<file path="src/aph_pkg.sv">
// Shared types, widths and codes for the animation playhead timer.
package aph_pkg;

	localparam int TIME_BITS_DEF = 32;
	localparam int REG_W = 32;
	localparam int IDX_W = 3;
	localparam int ELAPSED_W = 16;
	localparam int SPEED_W = 16;
	localparam int FRAC_BITS = 8;
	localparam int PROD_W = ELAPSED_W + SPEED_W + 1;
	localparam int DELTA_W = PROD_W - FRAC_BITS;
	localparam int POS_OUT_W = 32;
	localparam int MODE_W = 2;
	localparam int KIND_W = 2;
	localparam int OUT_W = 40;
	localparam int OUT_PAD = OUT_W - POS_OUT_W - MODE_W - 1;

	localparam logic [IDX_W-1:0] REG_LOOPED = 3'd0;
	localparam logic [IDX_W-1:0] REG_SPEED = 3'd1;
	localparam logic [IDX_W-1:0] REG_START = 3'd2;
	localparam logic [IDX_W-1:0] REG_STOP = 3'd3;
	localparam logic [IDX_W-1:0] REG_TOTAL = 3'd4;

	localparam logic signed [SPEED_W-1:0] SPEED_RESET = 16'sd256;

	typedef enum logic [KIND_W-1:0] {
		KIND_TICK,
		KIND_PLAY,
		KIND_PAUSE,
		KIND_STOP
	} kind_t;

	typedef enum logic [MODE_W-1:0] {
		MODE_STOPPED,
		MODE_PLAYING,
		MODE_PAUSED
	} mode_t;

	typedef enum logic [2:0] {
		ST_IDLE,
		ST_SCALE,
		ST_ADVANCE,
		ST_REDUCE,
		ST_APPLY,
		ST_DONE
	} state_t;

	typedef struct packed {
		logic busy;
		logic done;
	} rem_stat_t;

endpackage

</file>
<file path="src/aph_rem_unit.sv">
// Iterative restoring remainder unit, one dividend bit per cycle.
module aph_rem_unit #(
	parameter int DVD_W = 34,
	parameter int DIV_W = 32
) (
	input  logic                    clk,
	input  logic                    arst_n,
	input  logic                    start,
	input  logic [DVD_W-1:0]        dividend,
	input  logic [DIV_W-1:0]        divisor,
	output logic [DIV_W-1:0]        rem,
	output aph_pkg::rem_stat_t      stat
);
	import aph_pkg::*;

	localparam int CNT_W = $clog2(DVD_W + 1);
	localparam logic [CNT_W-1:0] CNT_INIT = CNT_W'(DVD_W);

	logic [DVD_W-1:0] dvd_q;
	logic [DIV_W-1:0] rem_q;
	logic [CNT_W-1:0] cnt_q;
	logic             busy_q;
	logic             done_q;
	logic [DIV_W:0]   trial;
	logic [DIV_W:0]   diff;
	logic             fits;

	assign trial = {rem_q, dvd_q[DVD_W-1]};
	assign fits = trial >= {1'b0, divisor};
	assign diff = trial - {1'b0, divisor};

	always_ff @(posedge clk or negedge arst_n) begin
		if (!arst_n) begin
			busy_q <= 1'b0;
			done_q <= 1'b0;
			cnt_q <= '0;
		end else begin
			done_q <= 1'b0;
			if (start) begin
				busy_q <= 1'b1;
				cnt_q <= CNT_INIT;
			end else if (busy_q) begin
				cnt_q <= cnt_q - 1'b1;
				if (cnt_q == CNT_W'(1)) begin
					busy_q <= 1'b0;
					done_q <= 1'b1;
				end
			end
		end
	end

	always_ff @(posedge clk) begin
		if (start) begin
			dvd_q <= dividend;
			rem_q <= '0;
		end else if (busy_q) begin
			dvd_q <= {dvd_q[DVD_W-2:0], 1'b0};
			rem_q <= fits ? diff[DIV_W-1:0] : trial[DIV_W-1:0];
		end
	end

	assign rem = rem_q;
	assign stat.busy = busy_q;
	assign stat.done = done_q;

	a_rem_bound: assert property (@(posedge clk) disable iff (!arst_n)
		done_q |-> (rem_q < divisor))
		else $error("remainder not below divisor");
	a_no_restart: assert property (@(posedge clk) disable iff (!arst_n)
		start |-> !busy_q)
		else $error("remainder unit started while busy");

endmodule

</file>
<file path="src/animation_playhead_timer.sv">
// Top level: playback position counter with stopped, playing and paused modes.
// Sequence: a command or a tick that does not advance goes from ST_IDLE to ST_DONE; a tick that
// advances passes ST_SCALE and ST_ADVANCE, and one that wraps also passes ST_REDUCE, where it
// waits on the bit-serial remainder unit, and ST_APPLY. ST_DONE waits for the output register.
// Throughput: one item at a time; s_tready rises again once the result is in the output register.
// Reset: mode stopped, position zero, looped 0, speed 1.0 (256), time registers zero.
module animation_playhead_timer #(
	parameter int TIME_BITS = aph_pkg::TIME_BITS_DEF
) (
	input  logic                          clk,
	input  logic                          arst_n,
	input  logic                          s_tvalid,
	output logic                          s_tready,
	input  logic [aph_pkg::ELAPSED_W-1:0] s_tdata,   // [15:0] elapsed_ms
	input  logic [aph_pkg::KIND_W-1:0]    s_tuser,   // [1:0] kind
	output logic                          m_tvalid,
	input  logic                          m_tready,
	output logic [aph_pkg::OUT_W-1:0]     m_tdata,   // [31:0] position_ms, [33:32] play_state,
	                                                 // [34] refreshed, [39:35] zero
	input  logic                          wr_en,
	input  logic [aph_pkg::IDX_W-1:0]     wr_index,
	input  logic [aph_pkg::REG_W-1:0]     wr_data
);
	import aph_pkg::*;

	localparam int TW = (TIME_BITS < REG_W) ? TIME_BITS : REG_W;
	localparam int POS_W = ((TW > 31) ? TW : 31) + 3;
	localparam int DVD_W = POS_W - 1;

	state_t state_q, state_d;
	mode_t  mode_q;

	logic                        looped_q;
	logic signed [SPEED_W-1:0]   speed_q;
	logic [TW-1:0]               start_q;
	logic [TW-1:0]               stop_q;
	logic [TW-1:0]               total_q;
	logic signed [POS_W-1:0]     pos_q;
	logic signed [PROD_W-1:0]    prod_s1;
	logic                        refr_q;
	logic                        under_q;
	logic                        out_valid_q;
	logic [OUT_W-1:0]            out_data_q;

	logic [TW-1:0]               len_eff;
	logic signed [POS_W-1:0]     len_x;
	logic signed [POS_W-1:0]     start_x;
	logic signed [DELTA_W-1:0]   delta;
	logic                        round_up;
	logic                        over;
	logic                        under;
	logic signed [POS_W-1:0]     gap;
	logic [DVD_W-1:0]            dividend;
	logic [TW-1:0]               rem;
	logic signed [POS_W-1:0]     rem_x;
	rem_stat_t                   rem_stat;
	logic                        rem_start;
	logic                        accept;
	logic                        out_load;
	logic                        advances;
	logic [POS_OUT_W-1:0]        pos_sat;

	assign len_eff = (stop_q != '0 && stop_q < total_q) ? stop_q : total_q;
	assign len_x = $signed({{(POS_W-TW){1'b0}}, len_eff});
	assign start_x = $signed({{(POS_W-TW){1'b0}}, start_q});
	assign rem_x = $signed({{(POS_W-TW){1'b0}}, rem});

	assign round_up = prod_s1[PROD_W-1] & (|prod_s1[FRAC_BITS-1:0]);
	assign delta = $signed(prod_s1[PROD_W-1:FRAC_BITS])
		+ $signed({{(DELTA_W-1){1'b0}}, round_up});

	assign over = pos_q >= len_x;
	assign under = !over && (pos_q < start_x);
	assign gap = start_x - pos_q;
	assign dividend = over ? pos_q[DVD_W-1:0] : gap[DVD_W-1:0];

	assign advances = (kind_t'(s_tuser) == KIND_TICK) && (mode_q == MODE_PLAYING)
		&& (len_eff != '0);

	always_comb begin
		state_d = state_q;
		case (state_q)
			ST_IDLE: begin
				if (s_tvalid) begin
					state_d = advances ? ST_SCALE : ST_DONE;
				end
			end
			ST_SCALE: state_d = ST_ADVANCE;
			ST_ADVANCE: begin
				state_d = (looped_q && (over || under)) ? ST_REDUCE : ST_DONE;
			end
			ST_REDUCE: begin
				if (rem_stat.done) begin
					state_d = ST_APPLY;
				end
			end
			ST_APPLY: state_d = ST_DONE;
			ST_DONE: begin
				if (!out_valid_q || m_tready) begin
					state_d = ST_IDLE;
				end
			end
			default: state_d = ST_IDLE;
		endcase
	end

	always_comb begin
		s_tready = 1'b0;
		rem_start = 1'b0;
		out_load = 1'b0;
		case (state_q)
			ST_IDLE: s_tready = 1'b1;
			ST_ADVANCE: rem_start = looped_q && (over || under);
			ST_DONE: out_load = !out_valid_q || m_tready;
			default: ;
		endcase
	end

	assign accept = s_tvalid && s_tready;

	always_ff @(posedge clk or negedge arst_n) begin
		if (!arst_n) begin
			state_q <= ST_IDLE;
			looped_q <= 1'b0;
			speed_q <= SPEED_RESET;
			start_q <= '0;
			stop_q <= '0;
			total_q <= '0;
		end else begin
			state_q <= state_d;
			if (wr_en) begin
				case (wr_index)
					REG_LOOPED: looped_q <= wr_data[0];
					REG_SPEED: speed_q <= $signed(wr_data[SPEED_W-1:0]);
					REG_START: start_q <= wr_data[TW-1:0];
					REG_STOP: stop_q <= wr_data[TW-1:0];
					REG_TOTAL: total_q <= wr_data[TW-1:0];
					default: ;
				endcase
			end
		end
	end

	always_ff @(posedge clk or negedge arst_n) begin
		if (!arst_n) begin
			mode_q <= MODE_STOPPED;
			pos_q <= '0;
		end else begin
			case (state_q)
				ST_IDLE: begin
					if (accept) begin
						case (kind_t'(s_tuser))
							KIND_PLAY: mode_q <= MODE_PLAYING;
							KIND_PAUSE: begin
								if (mode_q == MODE_PLAYING) begin
									mode_q <= MODE_PAUSED;
								end
							end
							KIND_STOP: begin
								if (mode_q != MODE_STOPPED) begin
									mode_q <= MODE_STOPPED;
									pos_q <= start_x;
								end
							end
							default: ;
						endcase
					end
				end
				ST_SCALE: begin
					pos_q <= pos_q + {{(POS_W-DELTA_W){delta[DELTA_W-1]}}, delta};
				end
				ST_ADVANCE: begin
					if (!looped_q && over) begin
						mode_q <= MODE_PAUSED;
						pos_q <= len_x;
					end else if (!looped_q && under) begin
						mode_q <= MODE_PAUSED;
						pos_q <= start_x;
					end
				end
				ST_APPLY: begin
					if (!under_q) begin
						pos_q <= start_x + rem_x;
					end else if (rem == '0) begin
						pos_q <= start_x;
					end else begin
						pos_q <= start_x + len_x - rem_x;
					end
				end
				default: ;
			endcase
		end
	end

	always_ff @(posedge clk) begin
		if (accept) begin
			prod_s1 <= $signed({1'b0, s_tdata}) * speed_q;
			refr_q <= (kind_t'(s_tuser) == KIND_TICK) && (mode_q != MODE_STOPPED)
				&& (len_eff != '0);
		end
		if (state_q == ST_ADVANCE) begin
			under_q <= under;
		end
	end

	aph_rem_unit #(
		.DVD_W(DVD_W),
		.DIV_W(TW)
	) u_rem (
		.clk(clk),
		.arst_n(arst_n),
		.start(rem_start),
		.dividend(dividend),
		.divisor(len_eff),
		.rem(rem),
		.stat(rem_stat)
	);

	always_comb begin
		if (pos_q[POS_W-1]) begin
			pos_sat = '0;
		end else if (|pos_q[POS_W-2:POS_OUT_W]) begin
			pos_sat = '1;
		end else begin
			pos_sat = pos_q[POS_OUT_W-1:0];
		end
	end

	always_ff @(posedge clk or negedge arst_n) begin
		if (!arst_n) begin
			out_valid_q <= 1'b0;
		end else if (out_load) begin
			out_valid_q <= 1'b1;
		end else if (m_tready) begin
			out_valid_q <= 1'b0;
		end
	end

	always_ff @(posedge clk) begin
		if (out_load) begin
			out_data_q <= {{OUT_PAD{1'b0}}, refr_q, mode_q, pos_sat};
		end
	end

	assign m_tvalid = out_valid_q;
	assign m_tdata = out_data_q;

	a_reduce_busy: assert property (@(posedge clk) disable iff (!arst_n)
		(state_q == ST_REDUCE) |-> (rem_stat.busy || rem_stat.done))
		else $error("waiting on an idle remainder unit");
	a_one_item: assert property (@(posedge clk) disable iff (!arst_n)
		accept |=> !s_tready)
		else $error("second item taken while one is at work");
	a_refresh_mode: assert property (@(posedge clk) disable iff (!arst_n)
		(out_load && refr_q) |-> (mode_q != MODE_STOPPED))
		else $error("refresh reported while stopped");

endmodule
</file>
<file path="config.mk">
export PLATFORM = sky130hd
export DESIGN_NAME = animation_playhead_timer
export DESIGN_NICKNAME = d
export VERILOG_FILES = /design/src/aph_pkg.sv /design/src/aph_rem_unit.sv /design/src/animation_playhead_timer.sv
export SDC_FILE = /design/constraint.sdc
export NUM_CORES = 2
export LEC_CHECK = 0
export ABC_AREA = 1
export BUFFER_PORTS_ARGS = -buffer_cell sky130_fd_sc_hd__buf_2
export CORE_UTILIZATION = 50
export CTS_CLUSTER_SIZE = 40
export DETAILED_ROUTE_END_ITERATION = 7
export GPL_ROUTABILITY_DRIVEN = 0
export PLACE_DENSITY = 0.64
export SYNTH_ARGS = -nofsm -noshare
export SYNTH_HDL_FRONTEND = slang
export SYNTH_SLANG_ARGS = --single-unit
</file>
<file path="constraint.sdc">
create_clock -name clk -period 9.5 [get_ports clk]
set_input_delay 1.9 -clock clk [delete_from_list [all_inputs] [get_ports clk]]
set_output_delay 1.9 -clock clk [all_outputs]
set_load 0.03 [all_outputs]
</file>
After elaboration in Yosys (flattened, before gate mapping)
Index checks and enable logic that the tools add are counted.
W data, S select, Z words.
Operators by class
  add/sub/neg operators: 8
  multiply operators: 1
  magnitude comparators: 4
  eq/ne operators: 24
  muxes and demuxes: 40
  bitwise operators: 1
  reductions and logical operators: 36
Operator list (count)
  $mux W35: 7
  $pmux W35 S4: 1
  $mux W34: 3
  $mux W32: 3
  $add A32 B32 Y33: 2
  $reduce_bool A32 Y1: 2
  $add A35 B35 Y35: 1
  $ge A35 B33 Y1: 1
  $lt A35 B33 Y1: 1
  $sub A33 B32 Y34: 1
  $sub A33 B34 Y34: 1
  $ge A33 B32 Y1: 1
  $mul A17 B16 Y33: 1
  $logic_not A32 Y1: 1
  $lt A32 B32 Y1: 1
  $sub A32 B32 Y32: 1
  $add A25 B2 Y25: 1
  $pmux W3 S6: 1
  $mux W3: 5
  $eq A3 B2 Y1 const B: 4
  $mux W6: 2
  $mux W1: 11
  $logic_and A1 B1 Y1: 10
  $mux W2: 5
  25 further kinds: 47
Storage, ports and cells
  register bits: 298
  input bits: 58
  output and inout bits: 42
  logic and storage cells: 133

Depth between registers and ports, before layout
  word-level depth: 10
  mapped depth: 41
  gate-level depth less buffers: 40

Hierarchy
From an unflattened synthesis, not the netlist that was laid out.
Second synthesis, totals
  cells, all modules: 5331
  area, all modules: 37338.3 um^2
Modules (own cells, without submodules)
  animation_playhead_timer: times used 1, cells each 4377, area each 31357.6 um^2, seq. area each 5957.0 um^2
  aph_rem_unit: times used 1, cells each 954, area each 5980.7 um^2, seq. area each 1861.8 um^2

Worst setup path before layout
OpenSTA, ideal clock, no wires.
  path type: input to register
  from: input port s_tdata[10] (netlist name)
  to: register prod_s1[27], data pin
  setup time: 0.265 ns
  arrival: 7.447 ns
  required time: 9.235 ns
  setup slack: 1.788 ns
  stages: 23
  path buffers: 2
  path through: clkbuf_1 -> clkbuf_1 -> nand2_1 -> fa_1 -> inv_1 -> fa_1 -> inv_1 -> fa_1 -> inv_1 -> fa_1 -> inv_1 -> fa_1 -> inv_1 -> fa_1 -> ha_1 -> a21oi_1 -> a21boi_0 -> o21ai_1 -> a21oi_1 -> o21ai_1 -> a21oi_1 -> o21ai_0 -> xor2_1
On the way
  cells in the longest elaborated chain, start to end: 1
RTL lines
  start, declared: line animation_playhead_timer.sv:14  | input logic [aph_pkg::ELAPSED_W-1:0] s_tdata,
  $mul A17 B16 Y33: line animation_playhead_timer.sv:197  | prod_s1 <= $signed({1'b0, s_tdata}) * speed_q;
  end signal, assigned: line animation_playhead_timer.sv:197
  end, declared: line animation_playhead_timer.sv:39  | logic signed [PROD_W-1:0] prod_s1;
No other way between the ends.
A chain may end at the register's enable or synchronous reset.

Final worst setup path
  from: input port s_tdata[7] (netlist name)
  to: register prod_s1[27], data pin
The elaborated chain is that of the path after synthesis.

==> key figures <==
Timing
  – Setup TNS: 0 ns
  – Slew @ Worst Pin: roughly 1.3 ns
  – Hold Vio Cnt, Final: 0
  – RSZ-0062 raised after global routing: false
  – Worst Skew: 0.0195 ns
  – Maximum clock rate: about 130 MHz
  – Worst Hold Slack: 0.430 ns
  – Final period utilization: 78.8%
  – Relative slew slack: around 12%
  – Endpoints failing setup: 0
  – Post-route minimum period: 7.49 ns
  – Max-slew violations: 0

Placement
  – Buffers added on ports: 94
  – DP HPWL: roughly 90000 um

Floorplanning
  – Die area: ~72000 um^2
  – Initial core utilization: 50.4%
  – Cell Rows: 97
  – # IOs: 100
  – Die extent in y: roughly 270 um
  – CORE AREA: 69900 um^2
  – Die W: 268 um

Global route
  – Largest net degree at the start of global routing: 84
  – Gr ovfl total: 0
  – Initial antenna violation count: 2
  – GRT Total Usage: 31.4%
  – Vias in the first global route: between 30000 and 40000
  – Wire length of the first global-routing pass: 173000 um

Setup path
  – CP Cell Sequence: buf_2 -> nand2_1 -> fa_1 -> inv_1 -> fa_1 -> inv_1 -> fa_1 -> inv_1 -> fa_1 -> inv_1 -> fa_1 -> inv_1 -> fa_1 -> ha_1 -> a21oi_1 -> a21boi_0 -> o21ai_1 -> a21oi_1 -> o21ai_1 -> a21oi_1 -> o21ai_0 -> xor2_1
  – Slowest CP cell: fa_1
  – Worst EP arrival: 7.79 ns
  – CP max FO: 16
  – Kind of cell adding the most delay to the critical path: adder cells
  – Crit path capture type: flop
  – Slowest stage delay, CP: ~0.57 ns
  – Crit path required time: 9.80 ns
  – Startpoint types: input port
  – CP bufs+invs: 6
  – Most frequent CP cell: fa_1
  – WS Path Type: in2reg

Drt
  – Drt first-iter violations: 3006
  – DRT Wirelength: 112000 um
  – Residual DRC: 0
  – Via density: 5.50
  – TritonRoute pass-1 iters: 6
  – Avg WL per Cell: slightly below 20 um
  – Detail Route Antenna Nets: 0
  – DR vias: ~32000

Clock tree
  – Clock Latency Late Sink: 0.58 ns
  – CTS tree: done
  – Post-CTS Hold Buffers: 0
  – Clock sink count: 298
  – PostCTS Resize Cnt: 0
  – CTS root buf: clkbuf_16
  – CTS buffer count: 38
  – CTS clock-pin slew for the worst setup and hold paths: approximately 0.060 ns
  – Clk buf depth: 3
  – Setup Fix Bufs, Post-CTS: 0
  – H-tree lvl count: 2

Logic synthesis
  – Number of synthesized flops with an enable pin: 104
  – Cell Area, Synth: 35300 um^2
  – #FFs+latches synth: approximately 300
  – Synth top area share: 14.7%
  – Avg Inst Size Synth: 7.33 um^2
  – Dominant cells by area after synthesis: ha_1 15%, fa_1 13%, nand2_1 12%, dfrtp_1 11%, inv_1 9.3%
  – Synth area leader: ha_1
  – Cells after synthesis: 4810
  – Cell variety after synth: between 60 and 70
  – Most frequent cell after synthesis: nand2_1
  – Sequential element share of the synthesized area: between 20% and 30%
  – Asr flop ratio synth: 54.4%
  – Most frequent cells after synthesis: 1089 x nand2_1, 872 x inv_1, 414 x ha_1, 346 x a21oi_1, 342 x o21ai_0
  – Synth Flop Type: dfrtp_1
  – Ys Warns: 0

Min path
  – Hold crit path type: reg2reg

Flow run
  – Max-cap viol count: 0

Final layout
  – Area growth syn-to-layout: 7.63%
  – Filler Cells Inserted: 6926
  – Ratio of cells with drive above 1 in the final layout: around 6.1%
  – Final net count: 5540

Run status
  – Outcome: completed
[stage by stage]
| stage | cell area, um^2 | cells | util (%) | setup slack [ns] |
|---|---|---|---|---|
| final | 38000 | 5810 | 54.3 | 2.01 |
| after floorplan | 35300 | 4814 | - | 1.79 |
| after global routing | 38000 | 5808 | 54.3 | 1.63 |
| after CTS | 38000 | 5808 | 54.3 | 2.05 |
| after global placement | 36700 | 5738 | 52.5 | 1.55 |
| after detailed placement | 36700 | 5738 | 52.5 | 1.46 |
[per-layer routing]
layer / GRT usage, % / up-vias / part of all wire (%)
met3: 5.31 / 242 / 7.5
met2: 49.6 / 1152 / 44
met5: 0 / - / 0.0063
met1: 42.5 / 15064 / 44
met4: 13.1 / 2 / 4.4
li1: - / 15507 / -
[cell families (layout without fill, tap and decap cells)]
| kind of cell | after synthesis | count (layout) | share of synthesized area [%] |
|---|---|---|---|
| AND/OR/NAND/NOR | 1783 | 1783 | 21.1 |
| buffers and inverters | 1041 | 1095 | 11.4 |
| AO/OA/AOI/OAI | 905 | 905 | 14.2 |
| adder cells (fa/ha/maj) | 644 | 644 | 27.7 |
| flip-flops | 298 | 298 | 22.2 |
| XOR/XNOR | 138 | 138 | 3.43 |
| other | 1 | 7 | 0.0106 |
[flip-flops by register name, summed over array words and instances (netlist names), 16 cells and up]
name         flops
m_tdata         35
pos_q           35
u_rem.dvd_q     34
prod_s1         33
start_q         32
stop_q          32
total_q         32
u_rem.rem       32
speed_q         16
[worst paths after layout]
| path | from | endpoint | slack [ns] | cells after the start |
|---|---|---|---|---|
| min in group asynchronous | arst_n | start_q[28] | 1.43 | 1 |
| min | refr_q | m_tdata[34] | 0.43 | 0 |
| max | s_tdata[7] | prod_s1[27] | 2.01 | 22 |
| max reg2reg | stop_q[29] | pos_q[19] | 2.12 | 23 |
| min reg2reg | refr_q | m_tdata[34] | 0.43 | 0 |
| max in group asynchronous | arst_n | start_q[14] | 6.46 | 2 |
[placed cells by master, fill, tap and decap left out, types with 10 or more instances in the layout]
master and instances:
a211oi_1 11, a21boi_0 10, a21o_1 14, a21oi_1 346
a31oi_1 20, buf_2 93, buf_4 51, clkbuf_16 39
dfrtp_1 160, dfxtp_1 32, edfxtp_1 104, fa_1 230
ha_1 414, inv_1 872, nand2_1 1088, nand2_2 14
nand3_1 250, nand3b_1 10, nand4_1 41, nor2_1 266
nor3_1 34, nor4_1 23, o211ai_1 23, o21a_1 26
o21ai_0 337, o21ai_1 54, or2_2 31, xnor2_1 47
xor2_1 91
[layout make-up]
class                      count  area, um^2  share of cell area (%)
tap                          940        1180                    3.10
multi-input combinational   3475       23500                    61.9
clock buffer                  47        1030                    2.70
clock inverter                23         262                   0.689
sequential                   298        7820                    20.6
inverter                     880        3300                    8.71
antenna                        2        5.00                  0.0132
timing repair buffer         145         860                    2.26
[worst reg2reg max path: stages (launching register included)]
cell and delay (ns):
dfrtp_1 0.43, ha_1 0.33, a21oi_1 0.16, o21a_1 0.17, nand3_1 0.11, nor2_2 0.24
nand2_4 0.39, o21ai_0 1.17, inv_1 0.44, ha_1 0.41, inv_1 0.03, nor4_1 0.37
inv_1 0.22, nor2_1 0.13, nand3_1 0.07, nor2_1 0.09, nand4_1 0.34, nand2_2 0.72
nand2_2 0.68, nor2_1 0.51, nand2_1 0.09, nand3_1 0.10, nand2_1 0.06, nand2_1 0.08
Power is not shown: default switching activity piles up to over one toggle a cycle in this logic, so the estimate is an artifact.
